===== config.mk =====
export PLATFORM = sky130hd
export DESIGN_NAME = escaped_utf8_text_decoder_core
export DESIGN_NICKNAME = d
export VERILOG_FILES = /design/src/hw/rtl/etud_pkg.sv /design/src/hw/rtl/etud_decode.sv /design/src/hw/rtl/escaped_utf8_text_decoder_core.sv
export VERILOG_INCLUDE_DIRS = /design/src /design/src/hw/rtl
export SDC_FILE = /design/constraint.sdc
export NUM_CORES = 1
export LEC_CHECK = 0
export BUFFER_PORTS_ARGS = -buffer_cell sky130_fd_sc_hd__buf_2
export CAP_MARGIN = 20
export CORE_AREA = 2 2 98 81
export CTS_CLUSTER_DIAMETER = 200
export CTS_CLUSTER_SIZE = 28
export DETAILED_ROUTE_END_ITERATION = 10
export DIE_AREA = 0 0 100 83
export GPL_TIMING_DRIVEN = 0
export PLACE_DENSITY = 0.95
export SKIP_CTS_REPAIR_TIMING = 1
export SYNTH_ARGS = -nofsm -noshare
export SYNTH_HDL_FRONTEND = slang
export SYNTH_SLANG_ARGS = --single-unit

===== constraint.sdc =====
create_clock -name clk_i -period 7.46 [get_ports clk_i]
set_clock_uncertainty 0.15 [all_clocks]
set_input_delay 0.746 -clock clk_i [delete_from_list [all_inputs] [get_ports clk_i]]
set_output_delay 0.746 -clock clk_i [all_outputs]
set_load 0.1 [all_outputs]

===== src/hw/rtl/escaped_utf8_text_decoder_core_defines.svh =====
// Assertion macros for the escaped UTF-8 text decoder.
`ifndef ESCAPED_UTF8_TEXT_DECODER_CORE_DEFINES_SVH
`define ESCAPED_UTF8_TEXT_DECODER_CORE_DEFINES_SVH

// Checked outside reset only.
`define ETUD_ASSERT(label, prop, msg) \
  label: assert property (@(posedge clk_i) disable iff (!rst_ni) prop) else $error(msg);

// Checked on every clock edge, reset included.
`define ETUD_ASSERT_ALWAYS(label, prop, msg) \
  label: assert property (@(posedge clk_i) prop) else $error(msg);

`endif


===== src/hw/rtl/etud_pkg.sv =====
// Types, character codes and helpers for the escaped UTF-8 text decoder.
package etud_pkg;

  typedef struct packed {
    logic [7:0] text_byte;
    logic       final_byte;
  } in_req_t;

  typedef struct packed {
    logic [20:0] code_point;
    logic        was_escaped;
    logic        non_ascii;
    logic        decode_error;
  } out_req_t;

  typedef enum logic [8:0] {
    PH_IDLE     = 9'b000000001,
    PH_U2       = 9'b000000010,
    PH_U3       = 9'b000000100,
    PH_U4       = 9'b000001000,
    PH_ESC      = 9'b000010000,
    PH_HEX      = 9'b000100000,
    PH_PAIR_BS  = 9'b001000000,
    PH_PAIR_U   = 9'b010000000,
    PH_PAIR_HEX = 9'b100000000
  } phase_e;

  typedef struct packed {
    phase_e      phase;
    logic [20:0] partial;
    logic [2:0]  remaining;
    logic [9:0]  high_surr;
  } dec_state_t;

  typedef struct packed {
    logic     valid;
    out_req_t req;
  } dec_result_t;

  localparam dec_state_t IdleState = '{
    phase:     PH_IDLE,
    partial:   21'd0,
    remaining: 3'd0,
    high_surr: 10'd0
  };

  localparam logic [7:0] ChQuote  = 8'h22;
  localparam logic [7:0] ChSlash  = 8'h2F;
  localparam logic [7:0] ChBslash = 8'h5C;
  localparam logic [7:0] ChB      = 8'h62;
  localparam logic [7:0] ChF      = 8'h66;
  localparam logic [7:0] ChN      = 8'h6E;
  localparam logic [7:0] ChR      = 8'h72;
  localparam logic [7:0] ChT      = 8'h74;
  localparam logic [7:0] ChU      = 8'h75;

  localparam logic [20:0] MaxCodePoint = 21'h10FFFF;

  // {ok, value} for one ASCII hex digit
  function automatic logic [4:0] hex_digit(input logic [7:0] b);
    logic [4:0] r;
    r = 5'd0;
    if (b inside {[8'h30:8'h39]}) begin
      r = {1'b1, 4'(b - 8'h30)};
    end else if (b inside {[8'h41:8'h46]}) begin
      r = {1'b1, 4'(b - 8'h37)};
    end else if (b inside {[8'h61:8'h66]}) begin
      r = {1'b1, 4'(b - 8'h57)};
    end
    return r;
  endfunction

endpackage


===== src/hw/rtl/etud_decode.sv =====
// Next-state and result logic for one text byte.
module etud_decode (
  input  etud_pkg::dec_state_t  cur_i,
  input  etud_pkg::in_req_t     req_i,
  input  logic                  esc_en_i,
  output etud_pkg::dec_state_t  nxt_o,
  output etud_pkg::dec_result_t res_o
);
  import etud_pkg::*;

  logic [7:0]  b;
  logic [4:0]  hex;
  logic [20:0] acc_utf;
  logic [15:0] acc_hex;
  logic [20:0] pair_cp;
  logic        emit;
  logic        err;
  logic        esc;
  logic [20:0] cp;
  dec_state_t  nxt;

  assign b       = req_i.text_byte;
  assign hex     = hex_digit(b);
  assign acc_utf = {cur_i.partial[14:0], b[5:0]};
  assign acc_hex = {cur_i.partial[11:0], hex[3:0]};
  assign pair_cp = 21'h10000 + {1'b0, cur_i.high_surr, acc_hex[9:0]};

  always_comb begin
    nxt  = cur_i;
    emit = 1'b0;
    err  = 1'b0;
    esc  = 1'b0;
    cp   = '0;
    case (cur_i.phase)
      PH_IDLE: begin
        if (b == ChBslash && esc_en_i) begin
          nxt.phase = PH_ESC;
        end else if (!b[7]) begin
          emit = 1'b1;
          cp   = {13'd0, b};
        end else if (b inside {[8'hC2:8'hDF]}) begin
          nxt.partial   = {16'd0, b[4:0]};
          nxt.remaining = 3'd1;
          nxt.phase     = PH_U2;
        end else if (b inside {[8'hE0:8'hEF]}) begin
          nxt.partial   = {17'd0, b[3:0]};
          nxt.remaining = 3'd2;
          nxt.phase     = PH_U3;
        end else if (b inside {[8'hF0:8'hF4]}) begin
          nxt.partial   = {18'd0, b[2:0]};
          nxt.remaining = 3'd3;
          nxt.phase     = PH_U4;
        end else begin
          err = 1'b1;
        end
      end
      PH_U2, PH_U3, PH_U4: begin
        if (b[7:6] != 2'b10 || cur_i.remaining == 3'd0) begin
          err = 1'b1;
        end else begin
          nxt.partial   = acc_utf;
          nxt.remaining = cur_i.remaining - 3'd1;
          if (cur_i.remaining == 3'd1) begin
            if (cur_i.phase == PH_U3 && (acc_utf < 21'h800 ||
                acc_utf inside {[21'hD800:21'hDFFF]})) begin
              err = 1'b1;
            end else if (cur_i.phase == PH_U4 && (acc_utf < 21'h10000 ||
                         acc_utf > MaxCodePoint)) begin
              err = 1'b1;
            end else begin
              emit = 1'b1;
              cp   = acc_utf;
            end
          end
        end
      end
      PH_ESC: begin
        esc = 1'b1;
        case (b)
          ChQuote, ChBslash, ChSlash: begin emit = 1'b1; cp = {13'd0, b}; end
          ChB: begin emit = 1'b1; cp = 21'h08; end
          ChF: begin emit = 1'b1; cp = 21'h0C; end
          ChN: begin emit = 1'b1; cp = 21'h0A; end
          ChR: begin emit = 1'b1; cp = 21'h0D; end
          ChT: begin emit = 1'b1; cp = 21'h09; end
          ChU: begin
            nxt.partial   = '0;
            nxt.remaining = 3'd4;
            nxt.phase     = PH_HEX;
          end
          default: err = 1'b1;
        endcase
      end
      PH_HEX, PH_PAIR_HEX: begin
        if (!hex[4] || cur_i.remaining == 3'd0) begin
          err = 1'b1;
        end else begin
          nxt.partial   = {5'd0, acc_hex};
          nxt.remaining = cur_i.remaining - 3'd1;
          if (cur_i.remaining == 3'd1) begin
            if (cur_i.phase == PH_HEX) begin
              if (acc_hex inside {[16'hD800:16'hDBFF]}) begin
                nxt.high_surr = acc_hex[9:0];
                nxt.partial   = '0;
                nxt.phase     = PH_PAIR_BS;
              end else if (acc_hex inside {[16'hDC00:16'hDFFF]}) begin
                err = 1'b1;
              end else begin
                emit = 1'b1;
                esc  = 1'b1;
                cp   = {5'd0, acc_hex};
              end
            end else if (acc_hex inside {[16'hDC00:16'hDFFF]}) begin
              emit = 1'b1;
              esc  = 1'b1;
              cp   = pair_cp;
            end else begin
              err = 1'b1;
            end
          end
        end
      end
      PH_PAIR_BS: begin
        if (b == ChBslash) begin
          nxt.phase = PH_PAIR_U;
        end else begin
          err = 1'b1;
        end
      end
      PH_PAIR_U: begin
        if (b == ChU) begin
          nxt.partial   = '0;
          nxt.remaining = 3'd4;
          nxt.phase     = PH_PAIR_HEX;
        end else begin
          err = 1'b1;
        end
      end
      default: nxt = IdleState;
    endcase

    if (emit || err) begin
      nxt = IdleState;
    end
    // text ends inside a sequence
    if (req_i.final_byte && nxt.phase != PH_IDLE) begin
      nxt = IdleState;
      err = 1'b1;
    end
  end

  assign nxt_o                  = nxt;
  assign res_o.valid            = emit || err;
  assign res_o.req.code_point   = err ? 21'd0 : cp;
  assign res_o.req.was_escaped  = esc && !err;
  assign res_o.req.non_ascii    = !err && (cp >= 21'h80);
  assign res_o.req.decode_error = err;

endmodule


===== src/hw/rtl/escaped_utf8_text_decoder_core.sv =====
// A byte's result reaches out_req_o via the input register, decode logic, result register.
// One byte per cycle unless a held result meets out_stall_i, which stalls the input.
// Error-free bytes ending no character (lead, continuation, escape) give no result.
// Reset (async, active low) clears the decode state to idle, escapes off, no valid data.
// Top level of the escaped UTF-8 text decoder.
`include "escaped_utf8_text_decoder_core_defines.svh"

module escaped_utf8_text_decoder_core (
  input  logic               clk_i,
  input  logic               rst_ni,
  input  logic               in_valid_i,
  output logic               in_stall_o,
  input  etud_pkg::in_req_t  in_req_i,
  output logic               out_valid_o,
  input  logic               out_stall_i,
  output etud_pkg::out_req_t out_req_o,
  input  logic               cfg_we_i,
  input  logic               cfg_wdata_i
);
  import etud_pkg::*;

  logic        in_valid_q;
  in_req_t     in_req_q;
  logic        esc_en_q;
  dec_state_t  state_q;
  dec_state_t  state_d;
  dec_result_t res;
  logic        out_valid_q;
  out_req_t    out_req_q;
  logic        advance;
  logic        in_take;

  assign advance    = in_valid_q && (!out_valid_q || !out_stall_i);
  assign in_stall_o = in_valid_q && !advance;
  assign in_take    = in_valid_i && !in_stall_o;

  etud_decode u_decode (
    .cur_i    (state_q),
    .req_i    (in_req_q),
    .esc_en_i (esc_en_q),
    .nxt_o    (state_d),
    .res_o    (res)
  );

  always_ff @(posedge clk_i or negedge rst_ni) begin
    if (!rst_ni) begin
      in_valid_q  <= 1'b0;
      esc_en_q    <= 1'b0;
      state_q     <= IdleState;
      out_valid_q <= 1'b0;
    end else begin
      if (cfg_we_i) begin
        esc_en_q <= cfg_wdata_i;
      end
      if (in_take) begin
        in_valid_q <= 1'b1;
      end else if (advance) begin
        in_valid_q <= 1'b0;
      end
      if (advance) begin
        state_q     <= state_d;
        out_valid_q <= res.valid;
      end else if (!out_stall_i) begin
        out_valid_q <= 1'b0;
      end
    end
  end

  always_ff @(posedge clk_i) begin
    if (in_take) begin
      in_req_q <= in_req_i;
    end
    if (advance && res.valid) begin
      out_req_q <= res.req;
    end
  end

  assign out_valid_o = out_valid_q;
  assign out_req_o   = out_req_q;

  `ETUD_ASSERT_ALWAYS(a_err_clean,
    out_valid_o && out_req_o.decode_error |-> out_req_o.code_point == 21'd0 &&
    !out_req_o.was_escaped && !out_req_o.non_ascii,
    "error result carries data")
  `ETUD_ASSERT(a_cp_legal,
    out_valid_o && !out_req_o.decode_error |-> out_req_o.code_point <= MaxCodePoint &&
    (out_req_o.code_point < 21'hD800 || out_req_o.code_point > 21'hDFFF),
    "code point out of range")
  `ETUD_ASSERT(a_non_ascii,
    out_valid_o && !out_req_o.decode_error |->
    out_req_o.non_ascii == (out_req_o.code_point >= 21'h80),
    "non_ascii flag mismatch")
  `ETUD_ASSERT(a_idle_after, advance && res.valid |=> state_q.phase == PH_IDLE,
    "decoder not idle after result")
  `ETUD_ASSERT(a_state_hold, !advance |=> state_q == $past(state_q),
    "decode state moved without a byte")

endmodule

==> metrics.csv, run 1 <==
metric;value;unit
setup_tns;0;ns
Port Buffers;40;
I/O pin cnt;41;
vias;4507;
Post-synth ARST share;54.79;%
dominant synthesized flop cell;dfrtp_1;
Period Utilization, post-route;66.34;%
vias in the first global route;4134;
via/cell ratio;7.188;
P_leak;0.002079;uW
final count of pins violating max slew;0;
GP Congestion;0.9985;
Mapped Nets;501;
Max Fclk;202.1;MHz
clock latency on the worst-skew pair;0.37;ns
r2r endpoint;out_req_o[5];
Initial Util;64.10;%
# fillers;561;
Reg area;1993;um2
CP Launch Point;in_req_q[2];
post-route setup slack;2.511;ns
share of cells above drive strength 1;19.55;%
CTS H-Tree Depth;3;
#FFs+latches synth;73;
top routing layer used;met4;
Final nets;555;
Period minus WS final;4.949;ns
wire length on met2;5.958;mm
Core ar.;7287;um2
cts bufs inserted;9;
critical register-to-register path startpoint;in_req_q[2];
Clock Tree Root;clkbuf_8;
Syn Std Cell Area;4671;um2
die span in y;83;um
cell-internal power;772.4;uW
DR iter-0 viols;743;
syn avg cell area;9.771;um2
# clock sinks;73;
max_cap viols;0;
Flop pwr share;36.7;%
dpl cells;610;
post-route ant nets;0;
total gr overflow;0;
CP Class;flop to flop;
WL met1;5.680;mm
GRT Overall Usage;34.19;%
part of the Yosys area used for sequential elements;42.67;%
RSZ-0062 raised after global routing;false;
Reg clk slew, reported paths;0.08;ns
status;completed;
die area;8300;um2
Multi-input gate area;2440;um2
CP endpoint kind;flop;
first-pass GRT wire length;21.94;mm
power density over cell area;248.7;nW/um2
largest net degree at the start of global routing;41;
initial antenna violation count;0;
DRC viols;0;
critical path required time;7.31;ns
Total Wirelength;14.05;mm
DRT Pass-1 Iters;7;
die width;100;um
FP Rows;28;
clock network power share;29.7;%
cells after synthesis;478;
crit path to;out_req_o[5];
dpl ws;2.394;ns
combinational power share;33.6;%
final core occ;71.89;%
Diodes inserted;0;
Hold Crit Class;flop to flop;
P&R area growth vs syn;12.16;%
FF-to-FF setup slack;2.51;ns
setup violators final;0;
post-DP HPWL;10.33;mm
CP arrival;4.79;ns
Detail Route met3 WL;1.944;mm
Hold Path Origin;state_q[11];
slew of the pin with the lowest slew margin;1.110;ns
crit-path max FO;24;
Rel. slew slack;25.53;%
Post-synth EDFFs;33;
Layout Cells excl Fill;627;
Synth cell types;71;
Sw Ratio;40.73;%
R2R cell count;12;
CTS tree;built;
DR WL/cell;22.41;um
Clock Path Buffers;2;
Max IR drop VDD;131.5;uV
switching power;530.7;uW
Synth Warn #;0;
CP Launch Type;flop;
Fin. Hold Viols;0;
## Yosys cell counts, types with 8 or more instances
library cell | instances | area [um2]
inv_1 | 9 | 33.78
dfrtp_1 | 39 | 975.9
nand3_1 | 19 | 95.09
nor4_1 | 18 | 112.6
ha_1 | 8 | 100.1
edfxtp_1 | 33 | 991.0
nor3_1 | 12 | 60.06
a22o_1 | 11 | 96.34
nand2b_1 | 9 | 56.30
a21oi_1 | 24 | 120.1
nor2b_1 | 10 | 62.56
nand2_1 | 44 | 165.2
o21ai_0 | 28 | 140.1
clkbuf_1 | 18 | 67.56
o2bb2ai_2 | 10 | 150.1
nor2_1 | 29 | 108.9
a22oi_1 | 16 | 120.1
o2bb2ai_1 | 11 | 96.34
nand4_1 | 8 | 50.05
## metal layers
layer | vias up | track usage [%]
li1 | 1949 | -
met1 | 2129 | 48.57
met2 | 365 | 49.02
met3 | 64 | 10.77
met4 | 0 | 12.83
met5 | - | 0
## area by class of cell
class,instances,area share [%]
clock inverter,7,2.221
clock buffer,9,2.364
timing repair buffer,43,4.108
buffer,35,3.893
inverter,9,0.6449
sequential,73,38.05
multi-input combinational,361,46.57
tap,90,2.150
## worst max-delay path, cell delays in order (launching register included)
cell and delay (ns):
edfxtp_1 0.43, clkbuf_2 0.21, inv_1 0.14, ha_1 0.27, o21bai_1 0.14, a2111oi_2 0.79, nor2_1 0.19, or4_1 0.53
clkbuf_1 0.23, nand4_1 0.31, o21ai_0 0.25, clkbuf_2 0.27, inv_1 0.65
## cell families after synthesis
| kind of cell | synth area share, % |
|---|---|
| adder cells (fa/ha/maj) | 2.143 |
| flip-flops | 42.67 |
| multiplexers | 0.8840 |
| XOR/XNOR | 0.7502 |
| AO/OA/AOI/OAI | 24.49 |
| buffers and inverters | 5.090 |
| AND/OR/NAND/NOR | 23.98 |
## power groups by stage
| stage | Sequential [uW] | Clock (uW) | Combinational [uW] |
|---|---|---|---|
| 2_1_floorplan | 659 | 0 | 165 |
| 3_3_place_gp | 484 | 0 | 422 |
| 3_5_place_dp | 487 | 0 | 428 |
| 4_1_cts | 479 | 384 | 429 |
| 5_1_grt | 482 | 399 | 456 |
| 6_report | 478 | 387 | 438 |
## state kept, by name (all words and copies together), names as in the netlist
name,count
in_req_q,9
out_req_o,24
state_q,37
out_valid_o,1
in_valid_q,1
esc_en_q,1
## placed cells by master (no fill, tap or decap), types with 4 or more instances in the layout
| cell type | n |
|---|---|
| a211oi_1 | 4 |
| o2bb2ai_2 | 10 |
| clkbuf_1 | 18 |
| clkbuf_8 | 9 |
| nor3_1 | 12 |
| nor4_1 | 18 |
| or4_1 | 5 |
| nand2_1 | 44 |
| a21oi_1 | 24 |
| dfrtp_1 | 39 |
| and2_1 | 7 |
| o21ai_0 | 28 |
| nor2b_1 | 10 |
| a22oi_1 | 16 |
| nand2b_1 | 9 |
| nor2_1 | 29 |
| edfxtp_1 | 33 |
| buf_2 | 48 |
| a21boi_0 | 5 |
| or2_2 | 4 |
| nand3_1 | 19 |
| and3_1 | 7 |
| a22o_1 | 11 |
| o2bb2ai_1 | 11 |
| buf_6 | 7 |
| nand4_1 | 8 |
| ha_1 | 8 |
| inv_1 | 9 |
## worst min path at each step
stage	depth (start not counted)	slack, ns	endpoint
6_report	1	0.36	state_q[11]
5_1_grt	1	0.40	in_req_q[1]
4_1_cts	1	0.37	state_q[11]
3_5_place_dp	1	0.35	state_q[11]
3_3_place_gp	1	0.33	state_q[11]
2_1_floorplan	0	0.30	esc_en_q
## through the flow
step	instance area, um2	total power, uW	hold WS, ns
floorplan	4671	823.8	0.3004
finish	5239	1303	0.3595
global placement	4984	905.9	0.3296
detailed placement	4994	914.8	0.3492
CTS	5234	1292	0.3680
global route	5239	1337	0.3985
(Power assumes the default switching activity.)
==> inputs of run 2 (changes only) <==
Settings changed: CORE_AREA 2 2 98 81 to 2 2 107 89, DIE_AREA 0 0 100 83 to 0 0 109 91, PLACE_DENSITY 0.95 to 0.85.
Clock period 7.46 ns to 4.2 ns, I/O delays scaled along.
==> run 2 against run 1 <==
  * Sequential cell count stayed put
  * Wire length shrank 0.89%
  * Clock-buffer cell count unchanged
  * Power up 72%
  * Cell area increased by 1.8%
  * Combinational power increased by 87%
  * First-iteration DRC count decreased by 50%
  * Critical endpoint is now state_q[1]
  * Highest routed layer is now met5
==> metrics.csv, run 2 (synthesis results as in run 1) <==
metric;value;unit
clock network power share;25.7;%
CTS tree;built;
largest registers;state_q x37, out_req_o x24, in_req_q x9;
first-pass GRT wire length;21.73;mm
total power draw;2242;uW
Sw Ratio;42.79;%
Fin. Hold Viols;0;
setup violators final;0;
Port Buffers;40;
Flop pwr share;37.8;%
cell-internal power;1283;uW
Core ar.;8805;um2
DR iter-0 viols;370;
Multi-input gate area;2471;um2
max reg flops;37;
FF-to-FF setup slack;0.02;ns
Diodes inserted;0;
Total Wirelength;13.93;mm
power density over cell area;420.3;nW/um2
CP endpoint kind;flop;
max_cap viols;0;
Period Utilization, post-route;99.47;%
DRC viols;0;
DR WL/cell;21.14;um
Clock Path Buffers;2;
critical path required time;4.35;ns
status;completed;
dpl cells;634;
P&R area growth vs syn;14.20;%
CTS H-Tree Depth;3;
CP Class;flop to flop;
most common cell after layout, fill and taps aside;buf_2;
share of cells above drive strength 1;21.14;%
final count of pins violating max slew;0;
# fillers;737;
final core occ;60.58;%
Most flops, register;state_q;
Reg clk slew, reported paths;0.09;ns
clock latency on the worst-skew pair;0.38;ns
vias in the first global route;3940;
DRT Pass-1 Iters;5;
most frequent cells in the layout;buf_2 (48), nand2_1 (44), dfrtp_1 (39);
Hold Crit Class;primary input to async pin;
initial antenna violation count;1;
Max Fclk;239.4;MHz
P_leak;0.002090;uW
die width;109;um
switching power;959.4;uW
largest net degree at the start of global routing;41;
slew of the pin with the lowest slew margin;1.134;ns
Layout Cells excl Fill;659;
Clock Tree Root;clkbuf_8;
FP Rows;31;
Final nets;562;
vias;4339;
CP arrival;4.33;ns
crit-path max FO;10;
Initial Util;53.05;%
cts bufs inserted;9;
Max IR drop VDD;327.2;uV
# clock sinks;73;
combinational power share;36.6;%
via/cell ratio;6.584;
GP Congestion;0.9876;
total gr overflow;0;
I/O pin cnt;41;
Period minus WS final;4.178;ns
Rel. slew slack;23.70;%
Reg area;1993;um2
GRT Overall Usage;29.12;%
post-DP HPWL;10.14;mm
CP Launch Type;flop;
die area;9919;um2
post-route ant nets;0;
die span in y;91;um
run 2: cell types whose count changed in the layout (fill, tap and decap cells not counted), moves of 2 or more:
cell,previous run,this run
clkinvlp_4,1,3
clkinv_4,0,2
bufinv_16,3,1
buf_4,3,9
run 2: per-layer routing:
metal / track usage (%) / routed length [um] / up-vias
met2: 41.15 / 6131 / 252
met1: 42.27 / 6007 / 2091
met4: 9.722 / 264 / 2
met3: 8.902 / 1510 / 24
li1: - / - / 1970
met5: 0 / 13 / -
run 2: metrics by stage:
stage	setup WS [ns]	area, um2	TNS (ns)	hold slack [ns]
3_5_place_dp	-0.8936	5020	-21.62	0.3275
3_3_place_gp	-0.7449	5015	-17.86	0.3245
6_report	0.02241	5334	0	0.03419
5_1_grt	-0.07020	5334	-0.3843	0.05401
4_1_cts	-0.9174	5221	-22.28	0.06270
2_1_floorplan	0.3480	4671	0	-0.02559
run 2: final timing paths:
check,from,endpoint,depth (start not counted)
max,state_q[34],state_q[1],10
min,rst_ni,state_q[40],1
max reg2reg,state_q[34],state_q[1],10
min reg2reg,state_q[11],state_q[11],1
max in group asynchronous,rst_ni,state_q[24],1
min in group clk_i,in_req_i[8],in_req_q[8],1
run 2: worst max-delay path, stage by stage (launching register included):
cell      delay (ns)
dfstp_2         0.36
clkbuf_1        0.20
nor4_2          0.47
nand4b_1        0.44
nor4_1          1.05
a21oi_1         0.24
or2_2           0.36
clkbuf_1        0.25
nor3_1          0.35
a21oi_1         0.07
a21oi_1         0.14
run 2: final cells by class:
| type | count | area share [%] |
|---|---|---|
| tap | 115 | 2.698 |
| buffer | 35 | 3.824 |
| sequential | 73 | 37.37 |
| clock buffer | 9 | 2.322 |
| timing repair buffer | 49 | 5.161 |
| clock inverter | 7 | 1.454 |
| inverter | 9 | 0.7037 |
| timing repair inverter | 1 | 0.1407 |
| multi-input combinational | 361 | 46.33 |
run 2: power by group through the flow:
stage / sequential (uW) / clock (uW) / combinational, uW
3_3_place_gp: 859 / 0 / 753
3_5_place_dp: 864 / 0 / 759
4_1_cts: 848 / 584 / 761
6_report: 847 / 576 / 820
5_1_grt: 854 / 618 / 856
2_1_floorplan: 1170 / 0 / 293
==> inputs of run 3 (changes only) <==
Settings changed: CORE_AREA 2 2 107 89 to 2 2 102 84, DIE_AREA 0 0 109 91 to 0 0 104 86, PLACE_DENSITY 0.85 to 0.79.
Clock period 4.2 ns to 4.51 ns, I/O delays scaled along.
==> run 3 against run 2 <==
  * Critical path depth stayed put
  * Via count is 0.18% lower
  * Clock power is 9.0% higher
  * Global-route usage is 1.3 points higher
  * Sequential cell count stayed put
  * Utilization is 6.8 points higher
  * Critical endpoint is now out_req_o[10]
  * Largest power group unchanged
==> metrics.csv, run 3 (synthesis results as in run 1) <==
metric;value;unit
die width;104;um
placed inst area;5011;um2
die span in y;86;um
I/O pin cnt;41;
power density over cell area;406.1;nW/um2
setup violators final;0;
initial antenna violation count;0;
P_leak;0.002067;uW
most frequent cells in the layout;buf_2 (47), nand2_1 (44), dfrtp_1 (39);
CTS H-Tree Depth;3;
Period minus WS final;4.351;ns
CP Launch Type;flop;
via/cell ratio;6.715;
critical path required time;4.38;ns
largest registers;state_q x37, out_req_o x24, in_req_q x9;
Period Utilization, post-route;96.47;%
dpl cells;627;
slew of the pin with the lowest slew margin;0.9360;ns
Most flops, register;state_q;
RSZ-0062 raised after global routing;false;
DRT Pass-1 Iters;5;
# clock sinks;73;
P&R area growth vs syn;13.07;%
vias in the first global route;3970;
# fillers;648;
clock latency on the worst-skew pair;0.36;ns
final instance area;5281;um2
Clock Path Buffers;2;
Rel. slew slack;37.60;%
Hold Crit Class;primary input to async pin;
post-route ant nets;0;
Max Fclk;229.8;MHz
post-DP HPWL;9.867;mm
CP Class;flop to flop;
most common cell after layout, fill and taps aside;buf_2;
final count of pins violating max slew;0;
DRC viols;0;
Port Buffers;40;
FP Rows;29;
vias;4331;
crit-path max FO;12;
Total Wirelength;13.32;mm
GP Congestion;1.016;
Final nets;555;
Reg clk slew, reported paths;0.09;ns
max reg flops;37;
Fin. Hold Viols;0;
Clock Tree Root;clkbuf_8;
cts bufs inserted;9;
die area;8944;um2
Core ar.;7838;um2
Diodes inserted;0;
largest net degree at the start of global routing;41;
post-route setup slack;0.1592;ns
CP arrival;4.22;ns
GRT Overall Usage;30.42;%
CTS tree;built;
DR WL/cell;20.65;um
Max IR drop VDD;234.3;uV
CP endpoint kind;flop;
total gr overflow;0;
dpl ws;-0.4872;ns
max_cap viols;0;
DR iter-0 viols;475;
first-pass GRT wire length;21.22;mm
Initial Util;59.59;%
Layout Cells excl Fill;645;
status;completed;
share of cells above drive strength 1;19.74;%
-- run 3: power breakdown --
group | internal [uW] | switching [uW]
Clock | 370 | 257
Combinational | 145 | 584
Sequential | 766 | 22.4
Total | 1280 | 864
-- run 3: worst paths after layout --
check,cells past startpoint,endpoint,from,slack (ns)
max,10,out_req_o[10],in_req_q[1],0.16
min,1,state_q[41],rst_ni,0.08
max reg2reg,10,out_req_o[10],in_req_q[1],0.16
min reg2reg,1,state_q[11],state_q[11],0.36
max in group asynchronous,1,state_q[0],rst_ni,3.54
min in group clk_i,1,in_req_q[0],in_req_i[0],0.12
-- run 3: critical path, cell delays in order (launching register included) --
cell        delay (ns)
edfxtp_1          0.55
ha_1              0.32
nand4b_1          0.20
or4_4             0.57
o311a_1           0.38
o211a_1           0.24
buf_6             0.14
nor2_1            0.16
nand4_1           0.40
o21ai_4           0.52
clkinvlp_4        0.40
-- run 3: metal layers --
layer | vias up | wire length, um | track usage, %
met2 | 317 | 5610 | 43.60
met1 | 2032 | 5734 | 45.54
met5 | - | 0 | 0
met3 | 32 | 1696 | 7.371
met4 | 0 | 280 | 9.459
li1 | 1950 | - | -
-- run 3: stage by stage --
step / utilization (%) / total power [uW] / hold slack [ns] / TNS [ns]
after floorplan: - / 1363 / 0.005409 / 0
after global placement: 63.87 / 1497 / 0.3272 / -10.76
after detailed placement: 63.94 / 1505 / 0.3449 / -11.67
after CTS: 67.03 / 2128 / 0.1094 / -12.23
after global routing: 67.39 / 2216 / 0.1082 / 0
final: 67.39 / 2145 / 0.07768 / 0
-- run 3: cell type report --
cell class	instances	area [um2]	area share, %
timing repair inverter	1	7.507	0.1421
clock inverter	6	115.1	2.180
multi-input combinational	361	2451	46.41
inverter	9	37.54	0.7107
tap	108	135.1	2.559
timing repair buffer	42	210.2	3.980
clock buffer	10	127.6	2.416
sequential	73	1993	37.74
buffer	35	203.9	3.862
